`src/rtl/shfd_pkg.sv`:
```
// Shared types and constants for the sync-header frame deframer.
`timescale 1ns / 1ps
package shfd_pkg;

  // Configuration register indexes
  localparam int unsigned CFG_IDX_W = 1;
  localparam logic [CFG_IDX_W-1:0] CFG_SYNC_FIRST  = 1'b0;
  localparam logic [CFG_IDX_W-1:0] CFG_SYNC_SECOND = 1'b1;

  // Reset values of the sync header registers
  localparam logic [7:0] SYNC_FIRST_RST  = 8'hAA;
  localparam logic [7:0] SYNC_SECOND_RST = 8'hAF;

  // Result queue depth
  localparam int unsigned QDEPTH = 2;

  typedef enum logic [2:0] {
    PH_HUNT  = 3'd0,
    PH_FUNC  = 3'd1,
    PH_LEN   = 3'd2,
    PH_DATA  = 3'd3,
    PH_CHECK = 3'd4
  } phase_t;

  typedef enum logic [1:0] {
    KIND_PAYLOAD = 2'd0,
    KIND_GOOD    = 2'd1,
    KIND_BAD     = 2'd2
  } kind_t;

  typedef struct packed {
    kind_t      kind;
    logic [7:0] function_code;
    logic [7:0] frame_length;
    logic [7:0] payload_byte;
    logic [7:0] byte_index;
  } result_t;

  typedef struct packed {
    logic                 valid;
    logic [CFG_IDX_W-1:0] index;
    logic [7:0]           data;
  } cfg_wr_t;

endpackage

```
`src/rtl/sync_header_frame_deframer_top.sv`:
```
// Top level of the sync-header frame deframer.
//
// Input channel in_valid/in_ready/in_rx_byte takes one received byte per
// beat. The block hunts for the two-byte sync header (registers 0 and 1,
// reset 0xAA and 0xAF), then takes function, length, payload and checksum.
// Each payload byte gives one result beat (kind payload, with its index);
// the checksum byte gives a frame-end beat marked good or bad, carrying the
// received checksum. Other bytes give no result.
// Output channel out_valid/out_ready carries kind, function code, frame
// length, payload byte and byte index.
// Configuration port cfg_valid/cfg_ready/cfg_index/cfg_data is always ready;
// write it only while the block is idle.
// A result is written into the result queue when its byte is taken.
// Throughput: one byte per cycle while in_ready is high.
// A two-entry result queue parts the sides: when the receiver stalls, bytes
// are still taken until the queue is full, then in_ready drops.
// Reset (rst_n, synchronous) restores the sync registers, starts the hunt
// with no previous byte and empties the queue.
`timescale 1ns / 1ps
module sync_header_frame_deframer_top import shfd_pkg::*; (
  input  logic                 clk,
  input  logic                 rst_n,
  input  logic                 cfg_valid,
  output logic                 cfg_ready,
  input  logic [CFG_IDX_W-1:0] cfg_index,
  input  logic [7:0]           cfg_data,
  input  logic                 in_valid,
  output logic                 in_ready,
  input  logic [7:0]           in_rx_byte,
  output logic                 out_valid,
  input  logic                 out_ready,
  output logic [1:0]           out_kind,
  output logic [7:0]           out_function_code,
  output logic [7:0]           out_frame_length,
  output logic [7:0]           out_payload_byte,
  output logic [7:0]           out_byte_index
);

  cfg_wr_t cfg_wr;
  logic    in_beat;
  logic    push;
  logic    full;
  result_t push_data;
  result_t head;

  assign cfg_ready    = 1'b1;
  assign cfg_wr.valid = cfg_valid;
  assign cfg_wr.index = cfg_index;
  assign cfg_wr.data  = cfg_data;

  assign in_ready = !full;
  assign in_beat  = in_valid && in_ready;

  shfd_front u_front (
    .clk        (clk),
    .rst_n      (rst_n),
    .cfg_wr     (cfg_wr),
    .in_beat    (in_beat),
    .in_rx_byte (in_rx_byte),
    .push       (push),
    .push_data  (push_data)
  );

  shfd_queue u_queue (
    .clk       (clk),
    .rst_n     (rst_n),
    .push      (push),
    .push_data (push_data),
    .full      (full),
    .out_valid (out_valid),
    .out_ready (out_ready),
    .out_data  (head)
  );

  assign out_kind          = head.kind;
  assign out_function_code = head.function_code;
  assign out_frame_length  = head.frame_length;
  assign out_payload_byte  = head.payload_byte;
  assign out_byte_index    = head.byte_index;

endmodule

```
`src/rtl/shfd_front.sv`:
```
// Front part: sync hunt, frame parsing and checksum, one beat per cycle.
`timescale 1ns / 1ps
module shfd_front import shfd_pkg::*; (
  input  logic       clk,
  input  logic       rst_n,
  input  cfg_wr_t    cfg_wr,
  input  logic       in_beat,
  input  logic [7:0] in_rx_byte,
  output logic       push,
  output result_t    push_data
);

  phase_t     state_r, state_nxt;
  logic [7:0] sync_first_r, sync_second_r;
  logic [7:0] prev_byte_r, prev_byte_nxt;
  logic       prev_valid_r, prev_valid_nxt;
  logic [7:0] func_r, func_nxt;
  logic [7:0] len_r, len_nxt;
  logic [7:0] count_r, count_nxt;
  logic [7:0] sum_r, sum_nxt;
  logic       emit;

  // Sync header registers
  always_ff @(posedge clk) begin
    if (!rst_n) begin
      sync_first_r  <= SYNC_FIRST_RST;
      sync_second_r <= SYNC_SECOND_RST;
    end else if (cfg_wr.valid) begin
      case (cfg_wr.index)
        CFG_SYNC_FIRST:  sync_first_r  <= cfg_wr.data;
        CFG_SYNC_SECOND: sync_second_r <= cfg_wr.data;
        default: ;
      endcase
    end
  end

  // State register
  always_ff @(posedge clk) begin
    if (!rst_n) begin
      state_r      <= PH_HUNT;
      prev_byte_r  <= 8'd0;
      prev_valid_r <= 1'b0;
      func_r       <= 8'd0;
      len_r        <= 8'd0;
      count_r      <= 8'd0;
      sum_r        <= 8'd0;
    end else if (in_beat) begin
      state_r      <= state_nxt;
      prev_byte_r  <= prev_byte_nxt;
      prev_valid_r <= prev_valid_nxt;
      func_r       <= func_nxt;
      len_r        <= len_nxt;
      count_r      <= count_nxt;
      sum_r        <= sum_nxt;
    end
  end

  // Classify the byte and work out the next state
  always_comb begin
    state_nxt      = state_r;
    prev_byte_nxt  = prev_byte_r;
    prev_valid_nxt = prev_valid_r;
    func_nxt       = func_r;
    len_nxt        = len_r;
    count_nxt      = count_r;
    sum_nxt        = sum_r;
    emit           = 1'b0;
    push_data.kind          = KIND_PAYLOAD;
    push_data.function_code = func_r;
    push_data.frame_length  = len_r;
    push_data.payload_byte  = in_rx_byte;
    push_data.byte_index    = 8'd0;
    case (state_r)
      PH_FUNC: begin
        func_nxt  = in_rx_byte;
        sum_nxt   = sum_r + in_rx_byte;
        state_nxt = PH_LEN;
      end
      PH_LEN: begin
        len_nxt   = in_rx_byte;
        sum_nxt   = sum_r + in_rx_byte;
        count_nxt = 8'd0;
        state_nxt = (in_rx_byte == 8'd0) ? PH_CHECK : PH_DATA;
      end
      PH_DATA: begin
        emit                 = 1'b1;
        push_data.byte_index = count_r;
        sum_nxt              = sum_r + in_rx_byte;
        count_nxt            = count_r + 8'd1;
        if (count_nxt == len_r) state_nxt = PH_CHECK;
      end
      PH_CHECK: begin
        emit           = 1'b1;
        push_data.kind = (in_rx_byte == sum_r) ? KIND_GOOD : KIND_BAD;
        state_nxt      = PH_HUNT;
        prev_valid_nxt = 1'b0;
        prev_byte_nxt  = 8'd0;
      end
      default: begin
        // Hunt: previous byte and current byte against the header
        if (prev_valid_r && prev_byte_r == sync_first_r && in_rx_byte == sync_second_r) begin
          sum_nxt        = sync_first_r + sync_second_r;
          state_nxt      = PH_FUNC;
          prev_valid_nxt = 1'b0;
          prev_byte_nxt  = 8'd0;
        end else begin
          state_nxt      = PH_HUNT;
          prev_byte_nxt  = in_rx_byte;
          prev_valid_nxt = 1'b1;
        end
      end
    endcase
  end

  assign push = in_beat && emit;

endmodule

```
`src/rtl/shfd_queue.sv`:
```
// Back part: short result queue whose head drives the output channel.
`timescale 1ns / 1ps
module shfd_queue import shfd_pkg::*; (
  input  logic    clk,
  input  logic    rst_n,
  input  logic    push,
  input  result_t push_data,
  output logic    full,
  output logic    out_valid,
  input  logic    out_ready,
  output result_t out_data
);

  localparam int unsigned PTR_W = $clog2(QDEPTH);

  result_t            mem_r [QDEPTH];
  logic [PTR_W-1:0]   wr_ptr_r, rd_ptr_r;
  logic [PTR_W:0]     count_r;
  logic               pop;

  assign pop       = out_valid && out_ready;
  assign out_valid = (count_r != '0);
  assign full      = (count_r == (PTR_W+1)'(QDEPTH));
  assign out_data  = mem_r[rd_ptr_r];

  // Store entries
  always_ff @(posedge clk) begin
    if (push) mem_r[wr_ptr_r] <= push_data;
  end

  // Advance pointers and count
  always_ff @(posedge clk) begin
    if (!rst_n) begin
      wr_ptr_r <= '0;
      rd_ptr_r <= '0;
      count_r  <= '0;
    end else begin
      if (push) wr_ptr_r <= (wr_ptr_r == PTR_W'(QDEPTH-1)) ? '0 : wr_ptr_r + 1'b1;
      if (pop)  rd_ptr_r <= (rd_ptr_r == PTR_W'(QDEPTH-1)) ? '0 : rd_ptr_r + 1'b1;
      case ({push, pop})
        2'b10:   count_r <= count_r + 1'b1;
        2'b01:   count_r <= count_r - 1'b1;
        default: count_r <= count_r;
      endcase
    end
  end

endmodule

```
`config.mk`:
```
export PLATFORM = sky130hd
export DESIGN_NAME = sync_header_frame_deframer_top
export DESIGN_NICKNAME = d
export VERILOG_FILES = /design/src/rtl/shfd_pkg.sv /design/src/rtl/sync_header_frame_deframer_top.sv /design/src/rtl/shfd_front.sv /design/src/rtl/shfd_queue.sv
export SDC_FILE = /design/constraint.sdc
export NUM_CORES = 1
export LEC_CHECK = 0
export BUFFER_PORTS_ARGS = -buffer_cell sky130_fd_sc_hd__buf_2
export CORE_ASPECT_RATIO = 1.1
export CORE_UTILIZATION = 42
export DETAILED_ROUTE_END_ITERATION = 10
export PLACE_DENSITY_LB_ADDON = 0.12
export SKIP_LAST_GASP = 1
export SLEW_MARGIN = 10
export SYNTH_ARGS = -nofsm -noshare
export SYNTH_HDL_FRONTEND = slang
export SYNTH_SLANG_ARGS = --single-unit
```
`constraint.sdc`:
```
create_clock -name clk -period 2.6 [get_ports clk]
set_input_delay 0.39 -clock clk [delete_from_list [all_inputs] [get_ports clk]]
set_output_delay 0.39 -clock clk [all_outputs]
set_load 0.005 [all_outputs]
```
---- Word-level counts from Yosys, hierarchy flattened ----
Memory sizes are Yosys's and may differ from the RTL's. A register that Yosys moved wholly into a read port is not among the register bits.
Cells that the tools add are included.
storage, ports and cells
  flip-flop bits (word level) ............. 64
  word-level logic and storage cells ...... 78
  bits in writable memories ............... 68
  input bits .............................. 22
  memories kept ........................... 1
  output and inout port bits .............. 37
memories
  memory         words  width  read ports  clocked after memory_dff  write ports  line              RTL
  u_queue.mem_r  2      34     1           1                         1            shfd_queue.sv:16  result_t mem_r [QDEPTH];
operators by class
  mux-type cells .......................... 22
  reductions and logical operators ........ 21
  equal/unequal tests ..................... 12
  $add $sub $neg .......................... 7
  bitwise operators ....................... 3
operator list
  kind                 count
  $pmux 8 s2           3
  $eq 8x8->1           4
  $mux 8               3
  $add 8x8->8          2
  $reduce_and 2->1     7
  $pmux 3 s4           1
  $mux 1               9
  $add 8x1->8 const B  1
  $logic_not 8->1      1
  $reduce_bool 2->1    4
  $eq 3x2->1 const B   2
  $mux 3               2
  $logic_and 1x1->1    5
  $eq 2x2->1 const B   2
  $mux 2               2
  $pmux 2 s2           1
  $eq 3x1->1 const B   1
  $eq 3x3->1 const B   1
  $not 1->1            3
  $reduce_and 3->1     1
  $reduce_or 3->1      1
  $add 1x1->1 const B  2
  $add 2x1->2 const B  1
  $eq 2x1->1 const B   1
  5 further kinds      5

---- Longest topological paths before layout ----
Gate-level depths: netlist of the first run.
  word-level depth ........................ 6
  depth in mapped cells ................... 9
  gate-level depth less buffers ........... 9

---- Cells and area by module ----
A second synthesis of the first run with hierarchy kept.
unflattened totals
  cell total of the unflattened synthesis .. 597
  area, all modules ....................... 6339.8 µm²
by module, submodules not included
  module                          seq. area each (µm²)  area each (µm²)  cells an instance  instances
  shfd_front                      1201.2                3647.2           464                1
  shfd_queue                      2142.1                2671.3           129                1
  sync_header_frame_deframer_top  0.0                   21.3             4                  1

---- Least setup slack after synthesis of the first run ----
Ideal clock, no wire load.
  kind .................................... flip-flop to flip-flop
  start point ............................. reg u_front.state_r[2]
  end point ............................... mem u_queue.mem_r[0][0] (netlist bit), enable pin
  path buffers ............................ 1
  library setup time ...................... 0.425 ns
  path slack .............................. -0.229 ns
  period minus slack after synthesis ...... 2.829 ns
  data arrival time ....................... 2.403 ns
  cell stages (with the launch flop) ...... 6
  data required time ...................... 2.175 ns
  cells stage by stage .................... dfxtp_1 > clkbuf_1 > nand2b_1 > nor2_1 > o21ai_1 > nor2_1
between the ends
  cells in the longest elaborated chain, start to end .. 6
  elaborated cells on any way between the ends .. 7
  those cells by class .................... eq/ne: 2; mux: 3; reduce/logical: 2
ends and longest elaborated chain
  what                                      line               RTL
  start, declared                           shfd_front.sv:13   phase_t state_r, state_nxt;
  start signal, assigned                    shfd_front.sv:48   state_r <= state_nxt;
  $eq 3x2->1 or $eq 3x3->1 (tied branches)  shfd_front.sv:73   case (state_r)
  $reduce_or 2->1 (no source line) *        --
  $mux 1 *                                  shfd_front.sv:73
  $logic_and 1x1->1 *                       shfd_front.sv:115  assign push = in_beat && emit;
  $mux 1 *                                  shfd_queue.sv:28   if (push) mem_r[wr_ptr_r] <= push_data;
  $mux 1 (implied by the code) *            shfd_queue.sv:28
  end, declared                             shfd_queue.sv:16
Mark *: on every way between the ends. The rest lies on a longest branch, timed or not.

---- Worst setup path after layout of the first run ----
  start point ............................. reg u_front.count_r[0]
  end point ............................... reg u_front.state_r[1]
between the ends
  cells in the longest elaborated chain, start to end .. 4
ends and longest elaborated chain
  what                               line              RTL
  start, declared                    shfd_front.sv:19  logic [7:0] count_r, count_nxt;
  start signal, assigned             shfd_front.sv:53  count_r <= count_nxt;
  $add 8x1->8                        shfd_front.sv:89  count_nxt = count_r + 8'd1;
  $eq 8x8->1                         shfd_front.sv:90  if (count_nxt == len_r) state_nxt = PH_CHECK;
  $ne 2x1->1 (no source line)        --
  $reduce_and 2->1 (no source line)  --
No other way between the ends.
A chain may end at the register's enable or synchronous reset.

==> results of run 1 <==
-- power breakdown --
group | internal [uW] | switching [uW] | total, uW | leakage (uW)
clock | 1530 | 846 | 2380 | 0.000285
combinational | 235 | 304 | 539 | 0.00133
sequential | 2260 | 51.5 | 2310 | 0.00117
total | 4020 | 1200 | 5220 | 0.00279
-- per-layer routing --
layer,up-vias,track usage,share of wire,wire [um]
met5,-,0,0,0
met4,0,0.0754,0.012,170
met3,12,0.0427,0.037,516
met2,92,0.313,0.48,6580
met1,2125,0.252,0.47,6570
li1,2165,-,-,-
-- cell families after synthesis --
family          Yosys count
flops                   133
other cells               1
mux                      52
simple gates            185
xor+xnor                 38
buf+inv                  41
fa+ha+maj                18
compound gates           95
-- path summary, 6_finish.rpt --
kind / start / to / slack (ns) / depth (start not counted)
worst max-delay path: u_front.count_r[0] / u_front.state_r[1] / 0.25 / 7
worst min-delay path: cfg_data[0] / u_front.sync_second_r[0] / 0.20 / 3
worst max register to register: u_front.count_r[0] / u_front.state_r[1] / 0.25 / 7
worst min register to register: u_front.func_r[1] / u_queue.mem_r[1][25] / 0.46 / 0
-- layout by cell type (no fill, tap or decap), types with 9 or more instances in the layout --
master	count
xnor2_1	29
a22oi_1	9
xor2_1	9
o21ai_0	9
nand2_1	55
nor2_1	52
dfxtp_1	65
nor3_1	14
buf_2	57
edfxtp_1	68
clkbuf_16	17
nand3_1	18
mux2i_1	17
inv_1	12
ha_1	16
and2_1	10
a21oi_1	25
mux2_2	35
-- sequential cells by signal (all words and copies together), names as in the netlist, named ones only --
name	flops
u_front.len_r	8
u_front.prev_byte_r	8
u_front.func_r	8
u_queue.count_r	2
u_front.prev_valid_r	1
u_queue.wr_ptr_r	1
u_front.sync_second_r	8
u_front.sync_first_r	8
u_queue.rd_ptr_r	1
u_front.sum_r	8
u_front.state_r	3
u_queue.mem_r	68
u_front.count_r	8
-- cell type report --
cell class                      count  area [um^2]
Fill cell                        1347         7140
Tap cell                          192          240
Clock buffer                       23          458
Inverter                           14         52.6
Clock inverter                      9          130
Sequential cell                   133         3340
Multi-Input combinational cell    389         2700
Timing Repair Buffer               67          385
-- worst min-delay path: stages --
cell	delay, ns
buf_2	0.08
nand2_1	0.04
nand3_1	0.06
-- stage by stage --
step | area [um^2] | cells
after floorplan | 6210 | 563
after global placement | 6720 | 795
after detailed placement | 6720 | 795
after CTS | 7310 | 827
after global routing | 7310 | 827
final | 7310 | 827
==> impl_metrics.toml, run 1 <==
[timing]
setup_viol = 0
slew_violations = 0
fmaxAchievable_mhz = 425
rsz0062_at_grt = "no"
finClkSkew_ns = 0.0157
fin_setup_tns_ns = 0
post-route-min-period_ns = 2.35
period_share = 0.904
hold_viol = 0
worstMarginPinSlew_ns = 0.748
whs_ns = 0.203
worst_slack_ns = 0.249
maxSlewHeadroom = 0.499

[power]
p_per_area_mw_per_mm2 = 714
leakage_uw = 0.00279
totalPowerFinal_uw = 5220
peakVddDrop_uv = 395

[die]
ios = 59
initial_utilization = 0.430
die_y_um = 130
num_rows = 46
coreArea_mm2 = 0.0144
die_area_mm2 = 0.0153
die_w_um = 118

[placed_design]
dp_slack_ns = 0.269
place.gp.congestion = 0.852
place_hpwl_mm = 9.53
port-buffer-count = 57

[worst_setup_path]
path_buf_inv = 0
worstPathCellList = "ha_1 -> nand3_1 -> nor2_1 -> xnor2_1 -> o32a_1 -> nand4_1 -> o31a_1"
cpLargestDelayFamily = "simple AND/OR/NAND/NOR gates"
slowest_stage = "dfxtp_1"
required_ns = 2.89
criticalPathCategory = "reg2reg"
critPathArrivalTime_ns = 2.64
path_max_fanout = 9
cp-end-kind = "register"
start_kind = "register"
cpPeakStageDelay_ns = 0.51

[drt]
routed_via_density = 5.31
vias = 4394
ant_nets = 0
drc_errors = 0
drt_iter0_markers = 349
wl_per_cell_um = 16.7
drt-total-wl_mm = 13.8
firstDrtPassIters = 6

[synth]
ys_seq_elements = 133
synth_area_leaders = "edfxtp_1 33%, dfxtp_1 21%, mux2_2 6.3%"
synth_fa_ha_area_frac = 0.0387
synth_xor_area_frac = 0.0536
synth-seq-area-share = 0.538
post-synth-top-count-cell = "edfxtp_1"
yosys.area.top_type_share = 0.329
yosys_most_used_dff = "edfxtp_1"
synthMuxAreaShare = 0.0909
netlist_area_mm2 = 0.00621
synth_compound_area_frac = 0.112
syn_nets = 603
synth_top_family_by_area = "simple AND/OR/NAND/NOR gates"
synth-simple-area-share = 0.138
postSynthAreaPerCell_um2 = 11.0
synth_edf_count = 68
syn_inst = 563
synth_top_area_cell = "edfxtp_1"
synth.distinct_cells = 60
async_flop_share = 0
yosysWarnings = 0
synth_commonest_cells = "68 x edfxtp_1, 65 x dfxtp_1, 55 x nand2_1"

[finish]
drive_gt1_frac = 0.235
diodes = 0
final_core_util = 0.506
syn_to_final_growth_pct = 17.7
nets = 662

[clock_network]
clockRootBuffer = "clkbuf_16"
cts_buffers = 17
post_cts_buffers = 0
cts_max_level = 4
clock-sinks = 133
clk_pin_slew_worst_paths_ns = 0.06
cts_tree = "yes"
cts_max_path_buffers = 2
cts-hold-fix-buffers = 0
cts_resized = 0
clkLatencyLatePin_ns = 0.41

[global_routing]
antenna_found_initial = 0
overflow = 0
grt_usage = 0.193
grt_pass1_wl_mm = 22.5
grt_max_degree = 35
grt_pass1_vias = 4290

[flow_run]
cap_violations = 0

[hold_path]
hold_class = "in2reg"

[status]
outcome = "completed"
(Power assumes the default switching activity.)
==> run 2: changes to the inputs <==
CELL_PAD_IN_SITES_DETAIL_PLACEMENT = 0   (was default)
CELL_PAD_IN_SITES_GLOBAL_PLACEMENT = 1   (was default)
==> impl_metrics.toml, run 2 (synthesis results as in run 1) <==
[placed_design]
placed_area_mm2 = 0.00677
dp_slack_ns = 0.301
place.gp.congestion = 0.831
place_hpwl_mm = 10.0
port-buffer-count = 57

[finish]
syn_to_final_growth_pct = 17.9
largest_reg_flops = 68
diodes = 0
fin_area_mm2 = 0.00732
drive_gt1_frac = 0.245
mostFrequentLayoutCell = "edfxtp_1"
nets = 668
nFillCells = 1315
top_register = "u_queue.mem_r"
layout_common_cells = "68 x edfxtp_1, 65 x dfxtp_1, 57 x buf_2"
seqCellArea_mm2 = 0.00334
final_core_util = 0.507
multiInputGateArea_mm2 = 0.00270

[worst_setup_path]
cp-end-kind = "register"
required_ns = 2.93
startpoint = "u_front.sync_second_r[2]"
r2r_slack_ns = 0.40
reg2reg_to = "u_front.sum_r[7]"
critPathArrivalTime_ns = 2.54
path_buf_inv = 0
cpLargestDelayFamily = "compound AO/OA/AOI/OAI gates"
criticalPathCategory = "reg2reg"
timing.rr.start = "u_front.sync_second_r[2]"
worstRegToRegCells = 7
worstPathCellList = "ha_1 -> o21a_1 -> a21o_1 -> o41ai_4 -> xnor2_1 -> mux2_2 -> a211oi_2"
slowest_stage = "dfxtp_1"
start_kind = "register"
critPathCapture = "u_front.sum_r[7]"
path_max_fanout = 4
path_depth = 7
cpPeakStageDelay_ns = 0.43

[timing]
whs_ns = 0.192
slew_violations = 0
setup_viol = 0
fmaxAchievable_mhz = 454
worstMarginPinSlew_ns = 0.630
worst_slack_ns = 0.397
period_share = 0.847
hold_viol = 0
finClkSkew_ns = 0.00927
rsz0062_at_grt = "no"
maxSlewHeadroom = 0.579
post-route-min-period_ns = 2.20

[clock_network]
cts-hold-fix-buffers = 0
cts_tree = "yes"
clock-sinks = 133
post_cts_buffers = 0
clk_pin_slew_worst_paths_ns = 0.06
cts_buffers = 17
cts_resized = 0
clockRootBuffer = "clkbuf_16"
cts_max_path_buffers = 2
clkLatencyLatePin_ns = 0.42
cts_max_level = 4

[global_routing]
grt_pass1_wl_mm = 22.5
antenna_found_initial = 0
grt_max_degree = 35
overflow = 0
grt_usage = 0.196
grt_pass1_vias = 4221

[drt]
drc_errors = 0
wl_per_cell_um = 17.1
firstDrtPassIters = 5
routed_via_density = 5.22
vias = 4352
drt-total-wl_mm = 14.3
ant_nets = 0
drt_iter0_markers = 261

[power]
clock_power_share = 0.435
p_seq_frac = 0.455
power.switching_uw = 1230
comb_power_share = 0.109
peakVddDrop_uv = 346
internal-power_uw = 3830
p_per_area_mw_per_mm2 = 692
leakage_uw = 0.00280
switching_share = 0.244

[hold_path]
hold_class = "in2reg"

[die]
num_rows = 46
die_area_mm2 = 0.0153
die_y_um = 130
ios = 59
die_w_um = 118
initial_utilization = 0.430
coreArea_mm2 = 0.0144

[status]
outcome = "completed"

[flow_run]
cap_violations = 0
-- run 2: through the flow --
stage	std cells	total power [uW]	setup TNS, ns
3_5_place_dp	801	2910	0
2_1_floorplan	563	2720	-15.55
6_report	833	5070	0
5_1_grt	833	5260	0
4_1_cts	833	5120	0
3_3_place_gp	801	2900	0
-- run 2: power groups by stage --
stage	Combinational [uW]	Clock [uW]	Sequential, uW
final	553	2210	2310
after detailed placement	554	0	2350
after global placement	550	0	2350
after global routing	609	2340	2310
after floorplan	391	0	2330
after CTS	558	2250	2310
-- run 2: worst min-delay path by stage --
| stage | cells after the start | slack (ns) | to | startpoint |
|---|---|---|---|---|
| finish | 3 | 0.19 | u_front.sync_first_r[3] | cfg_data[3] |
| global route | 3 | 0.21 | u_front.sync_first_r[4] | cfg_data[4] |
| CTS | 3 | 0.17 | u_front.sync_first_r[3] | cfg_data[3] |
| detailed placement | 0 | 0.45 | u_queue.mem_r[0][31] | u_front.func_r[7] |
| global placement | 0 | 0.44 | u_queue.mem_r[0][30] | u_front.func_r[6] |
| floorplan | 0 | 0.43 | u_queue.mem_r[0][24] | u_front.func_r[0] |
-- run 2: final cells by class --
type                            instances  area share
Multi-Input combinational cell        389       0.369
Tap cell                              192      0.0328
Sequential cell                       133       0.457
Clock buffer                           20      0.0610
Clock inverter                         12      0.0145
Timing Repair Buffer                   73      0.0588
Inverter                               14     0.00718
-- run 2: worst register-to-register path: stages (launching register included) --
cell	delay [ns]
dfxtp_1	0.43
ha_1	0.32
o21a_1	0.22
a21o_1	0.23
o41ai_4	0.24
xnor2_1	0.17
mux2_2	0.30
a211oi_2	0.21
-- run 2: metal layers --
layer,up-vias,wire [um],GRT usage
li1,2168,-,-
met1,2066,6590,0.245
met2,99,6950,0.331
met3,19,482,0.0480
met4,0,247,0.0716
met5,-,0,0
==> run 3: changes to the inputs <==
ABC_AREA = 1   (was default)
clock period = 2.2 ns   (was 2.6 ns; I/O delays follow)
==> impl_metrics.toml, run 3 <==
[timing]
fmaxAchievable_mhz = 542
worstMarginPinSlew_ns = 0.685
period_share = 0.839
fin_setup_tns_ns = 0
setup_viol = 0
hold_viol = 0
rsz0062_at_grt = "no"
maxSlewHeadroom = 0.542
slew_violations = 0
post-route-min-period_ns = 1.85
finClkSkew_ns = 0.00996
worst_slack_ns = 0.354

[placed_design]
port-buffer-count = 57
place_hpwl_mm = 10.5
place.gp.congestion = 0.856
placed_cells = 929
dp_slack_ns = 0.198

[finish]
largest_reg_flops = 68
top_register = "u_queue.mem_r"
final_core_util = 0.514
nets = 796
drive_gt1_frac = 0.229
diodes = 0
fin_cells = 961
mostFrequentLayoutCell = "nand2_1"
layout_common_cells = "131 x nand2_1, 68 x edfxtp_1, 65 x dfxtp_1"
syn_to_final_growth_pct = 17.8
nFillCells = 1392

[power]
peakVddDrop_uv = 415
p_seq_frac = 0.449
internal-power_uw = 4590
power.switching_uw = 1530
switching_share = 0.250
comb_power_share = 0.108
p_per_area_mw_per_mm2 = 813
clock_power_share = 0.443
leakage_uw = 0.00306

[worst_setup_path]
criticalPathCategory = "reg2out"
required_ns = 1.87
timing.rr.start = "u_front.sync_first_r[0]"
worstRegToRegCells = 11
critPathArrivalTime_ns = 1.52
start_kind = "register"
cp-end-kind = "primary output"
cpLargestDelayFamily = "multiplexers"
worstPathCellList = "buf_12 -> mux2_2 -> buf_2"
path_max_fanout = 34
cpPeakStageDelay_ns = 0.38
slowest_stage = "mux2_2"
r2r_slack_ns = 0.36
reg2reg_to = "u_front.sum_r[4]"
path_buf_inv = 2

[global_routing]
gr-usage-met1 = 0.243
use_met3 = 0.0408
overflow = 0
grt_pass1_wl_mm = 23.8
grt_usage = 0.199
top_usage_layer = "met2"
grt_max_degree = 40
grt_pass1_vias = 4601
antenna_found_initial = 0
use_met2 = 0.335

[synth]
synth_commonest_cells = "131 x nand2_1, 68 x edfxtp_1, 65 x dfxtp_1, 65 x nor2_1, 58 x a21oi_1"
netlist_area_mm2 = 0.00638
synth_edf_count = 68
async_flop_share = 0
post-synth-top-count-cell = "nand2_1"
postSynthAreaPerCell_um2 = 9.29
yosys.area.top_type_share = 0.320
synth.distinct_cells = 43
yosysWarnings = 0
synth_area_leaders = "edfxtp_1 32%, dfxtp_1 20%, nand2_1 7.7%"
synth_top_area_cell = "edfxtp_1"
syn_nets = 727
syn_inst = 687
synth-seq-area-share = 0.524
ys_seq_elements = 133
yosys_most_used_dff = "edfxtp_1"

[drt]
drt_iter0_markers = 267
drc_errors = 0
firstDrtPassIters = 5
routed_via_density = 5.09
vias = 4891
drt-total-wl_mm = 14.6
wl_per_cell_um = 15.2
ant_nets = 0

[clock_network]
cts_tree = "yes"
cts_buffers = 17
clock-sinks = 133
clk_pin_slew_worst_paths_ns = 0.06
cts_max_level = 4
post_cts_buffers = 0
cts-hold-fix-buffers = 0
cts_resized = 0
cts_max_path_buffers = 2
clkLatencyLatePin_ns = 0.43
clockRootBuffer = "clkbuf_16"

[flow_run]
cap_violations = 0

[die]
coreArea_mm2 = 0.0146
ios = 59
die_area_mm2 = 0.0157
die_w_um = 120
die_y_um = 131
num_rows = 46
initial_utilization = 0.437

[status]
outcome = "completed"

[hold_path]
min_delay_path_depth = 3
min-delay-start = "cfg_data[5]"
hold_class = "in2reg"
worstHoldEndpoint = "u_front.sync_second_r[5]"
## run 3: cell types whose count changed after synthesis, sizes merged, moves of 16 or more
cell   delta
inv      +53
a21oi    +33
mux2i    -16
o21ai    +22
nand3    +31
nand2    +87
nor2     +19
xnor2    -24
## run 3: power by group through the flow
stage	Clock (uW)	Combinational (uW)	Sequential, uW
after CTS	2750	664	2750
after global placement	0	654	2800
final	2710	658	2750
after global routing	2870	744	2760
after floorplan	0	470	2770
after detailed placement	0	659	2800
## run 3: area by class of cell
| cell class | instances | area, um^2 | area share |
|---|---|---|---|
| clock buffer | 18 | 429 | 0.0571 |
| clock inverter | 14 | 138 | 0.0183 |
| inverter | 69 | 262 | 0.0348 |
| multi-input combinational | 466 | 2700 | 0.359 |
| sequential | 133 | 3340 | 0.445 |
| tap | 192 | 240 | 0.0319 |
| timing repair buffer | 69 | 413 | 0.0549 |
## run 3: worst max-delay path by stage
stage / from / to / cells after the start / slack [ns]
2_1_floorplan: u_front.state_r[1] / u_queue.mem_r[1][0] / 7 / -0.05
3_3_place_gp: in_rx_byte[5] / u_queue.mem_r[0][33] / 5 / 0.20
3_5_place_dp: in_rx_byte[5] / u_queue.mem_r[0][33] / 5 / 0.20
4_1_cts: register / out_kind[0] / 3 / 0.32
5_1_grt: u_queue.count_r[0] / u_queue.count_r[1] / 11 / 0.18
6_report: register / out_kind[0] / 3 / 0.35
## run 3: per-layer routing
layer,part of all wire,wire [um],vias up
li1,-,-,2473
met2,0.50,7250,97
met3,0.032,461,28
met1,0.45,6560,2293
met5,0,0,-
met4,0.024,345,0
## run 3: logic make-up (layout without fill, tap and decap cells)
logic type	after synthesis	after routing	share of synthesized area
and+or+nand+nor	290	290	0.212
DFF	133	133	0.524
AOI/OAI and AO/OA	109	109	0.0906
buffers and inverters	88	170	0.0561
muxes	35	35	0.0616
adders and majority gates	18	18	0.0376
xor gates and xnor gates	13	13	0.0178
other	1	1	0.000588
## run 3: worst min-delay path, cell delays in order
cell and delay [ns]:
buf_2 0.09, nand2_1 0.05, nand3_1 0.05
## run 3: through the flow
step / instance area (um^2) / hold WS (ns) / total power, uW
after floorplan: 6390 / 0.420 / 3240
after global placement: 6950 / 0.437 / 3450
after detailed placement: 6950 / 0.442 / 3460
after CTS: 7520 / 0.111 / 6160
after global routing: 7520 / 0.129 / 6370
final: 7520 / 0.129 / 6110
